$ cat src/hdl/sfd_pkg.sv
`timescale 1ns / 1ps
// sfd_pkg: shared types and constants of the serial frame decoder.
// No dependencies; used by the parser and the top level.
package sfd_pkg;

  // Frame header bytes
  localparam logic [7:0] HDR_FIRST  = 8'hC6;
  localparam logic [7:0] HDR_SECOND = 8'hA2;

  // Defaults for the top-level parameters
  localparam int DEF_MAX_PAYLOAD  = 128;
  localparam int DEF_NUM_COMMANDS = 16;

  // Width of the handler mask register (one bit per command code)
  localparam int MASK_W = 16;

  // One result item as it leaves the parser
  typedef struct packed {
    logic [7:0] data_byte;
    logic [6:0] position;
    logic       frame_end;
    logic       checksum_ok;
    logic       dispatched;
    logic [7:0] frame_length;
  } sfd_result_t;

endpackage

$ cat src/hdl/sfd_channels.sv
`timescale 1ns / 1ps
// Valid/ready channel interfaces of the serial frame decoder:
// received bytes, result items and the handler mask write port. No dependencies.
interface sfd_rx_if;
  logic       valid;
  logic       ready;
  logic [7:0] rx_byte;

  modport source (output valid, output rx_byte, input ready);
  modport sink   (input valid, input rx_byte, output ready);
endinterface

interface sfd_res_if;
  logic       valid;
  logic       ready;
  logic [7:0] data_byte;
  logic [6:0] position;
  logic       frame_end;
  logic       checksum_ok;
  logic       dispatched;
  logic [7:0] frame_length;

  modport source (output valid, output data_byte, output position, output frame_end,
                  output checksum_ok, output dispatched, output frame_length,
                  input ready);
  modport sink   (input valid, input data_byte, input position, input frame_end,
                  input checksum_ok, input dispatched, input frame_length,
                  output ready);
endinterface

interface sfd_cfg_if;
  logic        valid;
  logic        ready;
  logic [15:0] handler_mask;

  modport source (output valid, output handler_mask, input ready);
  modport sink   (input valid, input handler_mask, output ready);
endinterface

$ cat src/hdl/sfd_parser.sv
`timescale 1ns / 1ps
// sfd_parser: frame state machine, running checksum and result formation.
// Depends on sfd_pkg.
module sfd_parser
  import sfd_pkg::*;
#(
  parameter int MAX_PAYLOAD  = DEF_MAX_PAYLOAD,
  parameter int NUM_COMMANDS = DEF_NUM_COMMANDS
) (
  input  logic                clk,
  input  logic                rst,
  input  logic                step,
  input  logic [7:0]          rx_byte,
  input  logic [MASK_W-1:0]   handler_mask,
  output logic                result_valid,
  output sfd_result_t         result
);

  localparam logic [2:0] PH_HUNT1   = 3'd0;
  localparam logic [2:0] PH_HUNT2   = 3'd1;
  localparam logic [2:0] PH_LENGTH  = 3'd2;
  localparam logic [2:0] PH_PAYLOAD = 3'd3;
  localparam logic [2:0] PH_CHECK   = 3'd4;

  localparam logic [7:0] MAX_LEN  = 8'(MAX_PAYLOAD);
  localparam logic [7:0] NUM_CMDS = 8'(NUM_COMMANDS);

  logic [2:0] phase, phase_next;
  logic [7:0] expected_length, expected_length_next;
  logic [7:0] byte_count, byte_count_next;
  logic [7:0] running_sum, running_sum_next;
  logic [7:0] command_code, command_code_next;
  logic [7:0] count_inc;
  logic       sum_match;
  logic       has_handler;

  assign count_inc = byte_count + 8'd1;
  assign sum_match = (~running_sum == rx_byte);
  // Commands past the mask width or past the command count never dispatch
  assign has_handler = (command_code < NUM_CMDS) && (command_code[7:4] == 4'd0) &&
                       handler_mask[command_code[3:0]];

  // One step of the frame parser per byte
  always_comb begin
    phase_next           = phase;
    expected_length_next = expected_length;
    byte_count_next      = byte_count;
    running_sum_next     = running_sum;
    command_code_next    = command_code;
    result_valid         = 1'b0;
    result               = '0;
    unique case (phase)
      PH_HUNT2: begin
        phase_next = (rx_byte == HDR_SECOND) ? PH_LENGTH : PH_HUNT1;
      end
      PH_LENGTH: begin
        if (rx_byte == 8'd0 || rx_byte > MAX_LEN) begin
          phase_next = PH_HUNT1;
        end else begin
          expected_length_next = rx_byte;
          byte_count_next      = 8'd0;
          running_sum_next     = HDR_FIRST + HDR_SECOND + rx_byte;
          phase_next           = PH_PAYLOAD;
        end
      end
      PH_PAYLOAD: begin
        if (byte_count == 8'd0) begin
          command_code_next = rx_byte;
        end
        running_sum_next   = running_sum + rx_byte;
        byte_count_next    = count_inc;
        result_valid       = 1'b1;
        result.data_byte   = rx_byte;
        result.position    = byte_count[6:0];
        if (count_inc >= expected_length) begin
          phase_next = PH_CHECK;
        end
      end
      PH_CHECK: begin
        result_valid        = 1'b1;
        result.frame_end    = 1'b1;
        result.checksum_ok  = sum_match;
        result.dispatched   = sum_match && has_handler;
        result.frame_length = expected_length;
        phase_next          = PH_HUNT1;
      end
      default: begin
        // hunting the first header; unused codes land here too
        phase_next = (rx_byte == HDR_FIRST) ? PH_HUNT2 : PH_HUNT1;
      end
    endcase
  end

  // Frame state registers
  always_ff @(posedge clk) begin
    if (rst) begin
      phase           <= PH_HUNT1;
      expected_length <= 8'd0;
      byte_count      <= 8'd0;
      running_sum     <= 8'd0;
      command_code    <= 8'd0;
    end else if (step) begin
      phase           <= phase_next;
      expected_length <= expected_length_next;
      byte_count      <= byte_count_next;
      running_sum     <= running_sum_next;
      command_code    <= command_code_next;
    end
  end

endmodule

$ cat src/hdl/serial_frame_decoder.sv
`timescale 1ns / 1ps
// serial_frame_decoder: top level with input stage, handler mask and result register.
// Depends on sfd_pkg, sfd_channels and sfd_parser.

// Byte-serial frame decoder. Frames are 0xC6, 0xA2, a length L (1..MAX_PAYLOAD),
// L payload bytes (the first is the command) and a checksum byte equal to the
// inverted 8-bit sum of headers, length and payload. Each payload byte comes out
// as one item with its position; the checksum byte gives one frame-end item with
// checksum_ok, dispatched and the frame length. Header and length bytes, and bad
// lengths, give no item. One received byte is taken every cycle unless the input
// stalls: a byte passes an input register, the combinational parser logic and the
// result register. Input stalls only when the input register holds a byte and the
// result register is full and not taken.
// The handler mask is written on the cfg port, which is always ready; write it
// only while no frame is in flight.
module serial_frame_decoder
  import sfd_pkg::*;
#(
  parameter int MAX_PAYLOAD  = DEF_MAX_PAYLOAD,
  parameter int NUM_COMMANDS = DEF_NUM_COMMANDS
) (
  input logic       clk,
  input logic       rst,
  sfd_rx_if.sink    rx,
  sfd_res_if.source res,
  sfd_cfg_if.sink   cfg
);

  logic              stage_valid;
  logic [7:0]        stage_byte;
  logic [MASK_W-1:0] handler_mask;
  logic              out_valid;
  sfd_result_t       out_q;
  logic              out_free;
  logic              advance;
  logic              step_valid;
  sfd_result_t       step_result;

  assign out_free = !out_valid || res.ready;
  assign advance  = stage_valid && out_free;
  assign rx.ready = !stage_valid || out_free;
  assign cfg.ready = 1'b1;

  // Handler mask register
  always_ff @(posedge clk) begin
    if (rst) begin
      handler_mask <= '0;
    end else if (cfg.valid) begin
      handler_mask <= cfg.handler_mask;
    end
  end

  // Input stage
  always_ff @(posedge clk) begin
    if (rst) begin
      stage_valid <= 1'b0;
    end else if (rx.ready) begin
      stage_valid <= rx.valid;
    end
  end

  always_ff @(posedge clk) begin
    if (rx.valid && rx.ready) begin
      stage_byte <= rx.rx_byte;
    end
  end

  sfd_parser #(
    .MAX_PAYLOAD  (MAX_PAYLOAD),
    .NUM_COMMANDS (NUM_COMMANDS)
  ) u_parser (
    .clk          (clk),
    .rst          (rst),
    .step         (advance),
    .rx_byte      (stage_byte),
    .handler_mask (handler_mask),
    .result_valid (step_valid),
    .result       (step_result)
  );

  // Result register
  always_ff @(posedge clk) begin
    if (rst) begin
      out_valid <= 1'b0;
    end else if (out_free) begin
      out_valid <= advance && step_valid;
    end
  end

  always_ff @(posedge clk) begin
    if (advance && step_valid) begin
      out_q <= step_result;
    end
  end

  assign res.valid        = out_valid;
  assign res.data_byte    = out_q.data_byte;
  assign res.position     = out_q.position;
  assign res.frame_end    = out_q.frame_end;
  assign res.checksum_ok  = out_q.checksum_ok;
  assign res.dispatched   = out_q.dispatched;
  assign res.frame_length = out_q.frame_length;

endmodule
$ cat src/flat_wrapper.sv
// flat-port wrapper written by rule: the top's interface ports become plain ports
module serial_frame_decoder_flat import sfd_pkg::*;
#(
  parameter int MAX_PAYLOAD  = DEF_MAX_PAYLOAD,
  parameter int NUM_COMMANDS = DEF_NUM_COMMANDS
)
  (clk, rst, rx_valid, rx_rx_byte, rx_ready, res_valid, res_data_byte, res_position, res_frame_end, res_checksum_ok, res_dispatched, res_frame_length, res_ready, cfg_valid, cfg_handler_mask, cfg_ready);
  sfd_rx_if rx_i ();
  sfd_res_if res_i ();
  sfd_cfg_if cfg_i ();
  input logic clk;
  input logic rst;
  input wire logic [$bits(rx_i.valid)-1:0] rx_valid;
  input wire logic [$bits(rx_i.rx_byte)-1:0] rx_rx_byte;
  output wire logic [$bits(rx_i.ready)-1:0] rx_ready;
  output wire logic [$bits(res_i.valid)-1:0] res_valid;
  output wire logic [$bits(res_i.data_byte)-1:0] res_data_byte;
  output wire logic [$bits(res_i.position)-1:0] res_position;
  output wire logic [$bits(res_i.frame_end)-1:0] res_frame_end;
  output wire logic [$bits(res_i.checksum_ok)-1:0] res_checksum_ok;
  output wire logic [$bits(res_i.dispatched)-1:0] res_dispatched;
  output wire logic [$bits(res_i.frame_length)-1:0] res_frame_length;
  input wire logic [$bits(res_i.ready)-1:0] res_ready;
  input wire logic [$bits(cfg_i.valid)-1:0] cfg_valid;
  input wire logic [$bits(cfg_i.handler_mask)-1:0] cfg_handler_mask;
  output wire logic [$bits(cfg_i.ready)-1:0] cfg_ready;
  assign rx_i.valid = rx_valid;
  assign rx_i.rx_byte = rx_rx_byte;
  assign rx_ready = rx_i.ready;
  assign res_valid = res_i.valid;
  assign res_data_byte = res_i.data_byte;
  assign res_position = res_i.position;
  assign res_frame_end = res_i.frame_end;
  assign res_checksum_ok = res_i.checksum_ok;
  assign res_dispatched = res_i.dispatched;
  assign res_frame_length = res_i.frame_length;
  assign res_i.ready = res_ready;
  assign cfg_i.valid = cfg_valid;
  assign cfg_i.handler_mask = cfg_handler_mask;
  assign cfg_ready = cfg_i.ready;
  serial_frame_decoder #(.MAX_PAYLOAD(MAX_PAYLOAD), .NUM_COMMANDS(NUM_COMMANDS)) u_core (.clk(clk), .rst(rst), .rx(rx_i), .res(res_i), .cfg(cfg_i));
endmodule
$ cat config.mk
export PLATFORM = sky130hd
export DESIGN_NAME = serial_frame_decoder_flat
export DESIGN_NICKNAME = d
export VERILOG_FILES = /design/src/hdl/sfd_pkg.sv /design/src/hdl/sfd_channels.sv /design/src/hdl/sfd_parser.sv /design/src/hdl/serial_frame_decoder.sv /design/src/flat_wrapper.sv
export SDC_FILE = /design/constraint.sdc
export NUM_CORES = 1
export LEC_CHECK = 0
export ABC_AREA = 1
export BUFFER_PORTS_ARGS = -buffer_cell sky130_fd_sc_hd__buf_2
export CAP_MARGIN = 20
export CELL_PAD_IN_SITES_DETAIL_PLACEMENT = 2
export CELL_PAD_IN_SITES_GLOBAL_PLACEMENT = 2
export CORE_AREA = 2 2 117 119
export CTS_CLUSTER_SIZE = 20
export DETAILED_ROUTE_END_ITERATION = 12
export DIE_AREA = 0 0 119 121
export HOLD_SLACK_MARGIN = 0.03
export PLACE_DENSITY = 0.89
export SLEW_MARGIN = 25
export SYNTH_ARGS = -nofsm -noshare
export SYNTH_HDL_FRONTEND = slang
export SYNTH_SLANG_ARGS = --single-unit
$ cat constraint.sdc
create_clock -name clk -period 2.8 [get_ports clk]
set_input_delay 0 -clock clk [delete_from_list [all_inputs] [get_ports clk]]
set_output_delay 0 -clock clk [all_outputs]
set_load 0.05 [all_outputs]
Word level (Yosys, flattened, before mapping) --
Cells that the tools add are included.
Storage, ports and cells: register bits 87, input bits 29, output and inout bits 29, word-level logic and storage cells 66
Cells by class: $add $sub $neg 3, $lt $le $gt $ge 4, equal/unequal tests 9, mux-type cells 13, bitwise logic cells 2, reductions and logical operators 20
Operators with widths (number):
- one-hot mux 8 bit (2 select lines) | 2
- equality test 8 bit (second input constant) | 2
- logical NOT 8 bit | 2
- two-way mux 8 bit | 2
- one-hot mux 3 bit (4 select lines) | 1
- two-way mux 11 bit | 1
- AND reduction 3 bit | 3
- adder 7 x 8 -> 8 bit (first input constant) | 1
- adder 8 x 1 -> 8 bit (second input constant) | 1
- adder 8 bit | 1
- equality test 8 bit | 1
- >= comparator 8 bit | 1
- greater-than comparator 8 bit (second input constant) | 1
- < comparator 8 x 5 -> 1 bit (second input constant) | 1
- inverter 8 bit | 1
- equality test 3 x 2 -> 1 bit (second input constant) | 2
- logical AND 1 bit | 6
- < comparator 4 x 5 -> 1 bit (second input constant) | 1
- binary-select mux 1 bit (select 4 bit) | 1
- logical NOT 4 bit | 1
- two-way mux 2 bit | 2
- != test 2 bit (second input constant) | 2
- equality test 3 x 1 -> 1 bit (second input constant) | 1
- equality test 3 bit (second input constant) | 1
- other kinds (8) | 13

Depth between registers and ports, before layout --
depth after elaboration 5, depth in mapped cells 16, mapped depth without buffers 15

Hierarchy --
A second synthesis with hierarchy kept.
Second synthesis, totals: cell total of the unflattened synthesis 541, area, all modules 4307.9 um2
By module, submodules not included:
- sfd_parser | instances 1, cells each 419, area an instance 2622.5 um2, seq. area each 700.7 um2
- serial_frame_decoder | instances 1, cells each 122, area an instance 1685.4 um2, seq. area each 1381.3 um2

Worst setup path before layout --
Ideal clock, no wire load.
kind reg-to-reg, start point reg u_core.out_valid, in the netlist u_core.res.valid, end point reg u_core.out_q (netlist bit u_core.res.checksum_ok) (enable), setup time 0.419 ns, data arrival time 2.342 ns, data required time 2.381 ns, path slack 0.039 ns, cell stages (with the launch flop) 4, period minus slack after synthesis 2.761 ns, cell sequence dfxtp_1 > a21boi_2 > inv_1 > a21oi_1
Between the ends: cells in the longest elaborated chain, start to end 4
Ends and longest elaborated chain:
- start, declared | line serial_frame_decoder.sv:32 | logic out_valid;
- start signal, assigned | line serial_frame_decoder.sv:86 | out_valid <= advance && step_valid;
- logical NOT 1 bit | line serial_frame_decoder.sv:39 | assign out_free = !out_valid || res.ready;
- logical OR 1 bit | line serial_frame_decoder.sv:39
- logical AND 1 bit | line serial_frame_decoder.sv:40 | assign advance = stage_valid && out_free;
- logical AND 1 bit | line serial_frame_decoder.sv:91 | if (advance && step_valid) begin
- end signal, assigned | line serial_frame_decoder.sv:92 | out_q <= step_result;
- end, declared | line serial_frame_decoder.sv:33 | sfd_result_t out_q;
Every way passes these cells. A chain may end at the register's enable or synchronous reset.

Worst setup path in the final report --
start point reg u_core.u_parser.byte_count[3], end point reg u_core.u_parser.phase[0]
Between the ends: cells in the longest elaborated chain, start to end 4
Ends and longest elaborated chain:
- start, declared | line sfd_parser.sv:30 | logic [7:0] byte_count, byte_count_next;
- start signal, assigned | line sfd_parser.sv:105 | byte_count <= byte_count_next;
- adder 8 x 1 -> 8 bit | line sfd_parser.sv:37 | assign count_inc = byte_count + 8'd1;
- >= comparator 8 bit | line sfd_parser.sv:75 | if (count_inc >= expected_length) begin
- != test 2 bit (no line)
- AND reduction 2 bit (no line)
- end signal, assigned | line sfd_parser.sv:103 | phase <= phase_next;
- end, declared | line sfd_parser.sv:28 | logic [2:0] phase, phase_next;
Every way passes these cells.

==> results.py <==
metrics = {
    "clocking": {
        "root_buffer": "clkbuf_16",
        "clk_pin_slew_worst_paths_ns": 0.07,
        "cts_resized": 0,
        "clockBufferDepth": 2,
        "clk_latency_ns": 0.34,
        "htree_num_levels": 3,
        "cts_setup_buffers": 0,
        "cts_tree": "done",
        "cts_buffers": 9,
        "cts.sinks": 87,
        "holdBufCountCts": 26,
    },
    "timing": {
        "maxSlewHeadroom": 0.601,
        "slew_violations": 0,
        "fin_setup_tns_ns": 0,
        "final.setup_skew_ns": 0.0125,
        "finalCriticalPeriod_ns": 2.50,
        "hold_violations": 0,
        "rsz0062_at_grt": "no",
        "finalSetupViolations": 0,
        "period_share": 0.892,
        "fmax_ghz": 0.401,
        "worstMarginPinSlew_ns": 0.599,
    },
    "worst_hold_path": {
        "hold_path.class": "input pin to flip-flop",
    },
    "place": {
        "port-buffer-count": 56,
        "hpwlAfterDp_mm": 10.4,
        "dp_cells": 768,
        "gp_congestion": 0.884,
    },
    "synth": {
        "synth_edf_count": 34,
        "ys_top_cells_by_area": "dfxtp_1 (24%), edfxtp_1 (23%), nand2_1 (8.2%)",
        "yosys.area.top_type": "dfxtp_1",
        "ys.flop_type": "dfxtp_1",
        "synth_top_cell_area_share": 0.243,
        "avgSynthCellArea_um2": 7.92,
        "synth.distinct_cells": 37,
        "synth_cells": 552,
        "synth_nets": 600,
        "async_flop_share": 0,
        "synth_area_mm2": 0.00437,
        "yosysSeqAreaShare": 0.476,
        "synth-seq-cells": 87,
        "yosysWarnings": 0,
    },
    "die": {
        "die_w_um": 119,
        "start_util": 0.334,
        "core_region_area_mm2": 0.0131,
        "row_count": 42,
        "die_y_um": 121,
        "floorplan.die_area_mm2": 0.0144,
        "io_pins": 58,
    },
    "worst_setup_path": {
        "cp_max_fo": 7,
        "crit_path_top_delay_cell": "dfxtp_1",
        "cp_slowest_stage_delay_ns": 0.51,
        "cp_common_cell": "nand2_1",
        "start_kind": "flip-flop",
        "worstPathArrival_ns": 2.76,
        "end_kind": "flip-flop",
        "path_cells": "nand2_1 -> nor3_1 -> nand3_1 -> nand2_1 -> inv_1 -> ha_1 -> nand2_1 -> nor2_1 -> nand2_1 -> nand2_1 -> nand2_1 -> nand2_1 -> nand2_1 -> nor2_1",
        "cp.required_ns": 3.06,
        "worstSetupPathType": "flip-flop to flip-flop",
    },
    "grt": {
        "overflow": 0,
        "grt_max_degree": 36,
        "antenna_found_initial": 0,
        "grtUsageTotal": 0.240,
        "grt_pass1_vias": 4775,
        "grt_pass1_wl_mm": 26.8,
    },
    "layout": {
        "n_fill_cell": 1486,
        "num_antenna_cells": 0,
        "final_cells": 810,
        "fin_nets": 677,
        "area_delta_synth_final_pct": 22.0,
        "drive_above_1_share": 0.151,
    },
    "power_and_ir_drop": {
        "powerDensity_mw_per_mm2": 527,
        "swShare": 0.273,
        "power_switching_uw": 768,
        "p_clk_frac": 0.403,
        "power.internal_mw": 2.04,
        "p_comb_frac": 0.105,
        "power_frac_seq": 0.492,
        "leakage_nw": 2.28,
        "vdd.ir_drop.worst_mv": 0.296,
    },
    "drt": {
        "dr.first_iter.drc_count": 208,
        "vias": 4194,
        "antenna_left": 0,
        "via_per_inst": 5.18,
        "drcViolationCount": 0,
        "wl_mm": 16.9,
        "drt-wirelength-per-cell_um": 20.9,
        "drt-pass1-iter-count": 4,
    },
    "job": {
        "cap_violations": 0,
    },
    "status": {
        "status": "completed",
    },
}
-- power by group through the flow --
stage | Sequential [mW] | Combinational (mW) | Clock, mW
after detailed placement | 1.41 | 0.246 | 0
after CTS | 1.38 | 0.284 | 1.13
after global placement | 1.40 | 0.231 | 0
after global routing | 1.39 | 0.317 | 1.20
after floorplan | 1.42 | 0.138 | 0
final | 1.38 | 0.294 | 1.13
-- final timing paths --
| path | start | to | slack [ns] | cells past startpoint |
|---|---|---|---|---|
| worst max-delay path | u_core.u_parser.byte_count[3]$_SDFFE_PP0P_ | u_core.u_parser.phase[0]$_SDFFE_PP0P_ | 0.30 | 14 |
| worst min-delay path | res_ready | u_core.res.valid$_SDFFE_PP0P_ | 0.04 | 4 |
| worst max register to register | u_core.u_parser.byte_count[3]$_SDFFE_PP0P_ | u_core.u_parser.phase[0]$_SDFFE_PP0P_ | 0.30 | 14 |
| worst min register to register | u_core.handler_mask[1]$_SDFFE_PP0P_ | u_core.handler_mask[1]$_SDFFE_PP0P_ | 0.49 | 2 |
-- cell type report --
cell class | count | area, um2 | share of cell area
clock buffers | 10 | 229 | 0.0429
clock inverters | 6 | 37.5 | 0.00703
inverters | 76 | 285 | 0.0534
multi-input cells | 369 | 1900 | 0.356
flip-flops and latches | 87 | 2080 | 0.390
well taps | 176 | 220 | 0.0413
repair buffers | 86 | 583 | 0.109
-- cell usage after synthesis, drive strengths merged (2+ instances only) --
cell and number:
nor2 98, nand2 96, inv 75, dfxtp 53, o21ai 48, a21oi 42
nand3 41, edfxtp 34, ha 18, buf 12, clkbuf 8, nor3 8
xor2 5, nand4 4, and2 2
-- layer usage --
metal  wire length, um  GRT usage
met2              8880      0.436
met1              7020      0.288
met5                 0          0
met3               605     0.0324
met4               444     0.0923
-- worst max-delay path: cells and delay by family (launching register included) --
kind | cells | cell delay, ns
simple gates | 12 | 1.53
flops | 1 | 0.51
fa+ha+maj | 1 | 0.31
buf+inv | 1 | 0.06
-- state kept, by name, summed over array words and instances, names as in the netlist, 3 cells and up --
register and cells:
u_core.res.position 7, u_core.res.frame_length 8, u_core.u_parser.expected_length 8, u_core.u_parser.command_code 8
u_core.stage_byte 8, u_core.handler_mask 16, u_core.u_parser.phase 3, u_core.res.data_byte 8
u_core.u_parser.running_sum 8, u_core.u_parser.byte_count 8
-- placed cells by master (no fill, tap or decap), drive strengths merged --
| cell | count |
|---|---|
| nor2 | 98 |
| nand2 | 96 |
| inv | 75 |
| buf | 60 |
| dfxtp | 53 |
| o21ai | 48 |
| a21oi | 42 |
| nand3 | 41 |
| edfxtp | 34 |
| dlygate4sd3 | 26 |
| ha | 18 |
| clkbuf | 10 |
| nor3 | 8 |
| xor2 | 5 |
| clkinv | 5 |
| nand4 | 4 |
| and2 | 2 |
| clkinvlp | 2 |
| a21boi | 1 |
| xnor2 | 1 |
| nor4 | 1 |
| a31oi | 1 |
| a21o | 1 |
| fa | 1 |
| conb | 1 |
-- logic make-up after synthesis --
kind of cell	Yosys count	synth area share
AO/OA/AOI/OAI	93	0.113
buffers and inverters	96	0.0904
adder cells (fa/ha/maj)	19	0.0561
other	1	0.000857
flip-flops	87	0.476
XOR/XNOR	6	0.0120
AND/OR/NAND/NOR	250	0.252
-- per-stage QoR --
stage | hold slack (ns) | total power, mW | worst slack (ns) | util | area, um2
6_report | 0.0427 | 2.81 | 0.304 | 0.408 | 5340
5_1_grt | 0.0753 | 2.90 | 0.117 | 0.408 | 5340
4_1_cts | 0.0580 | 2.80 | 0.332 | 0.408 | 5340
3_5_place_dp | 0.181 | 1.65 | 0.478 | 0.368 | 4810
3_3_place_gp | 0.182 | 1.63 | 0.743 | 0.368 | 4810
2_1_floorplan | 0.0989 | 1.56 | 0.0387 | - | 4370
(Power assumes the default switching activity.)
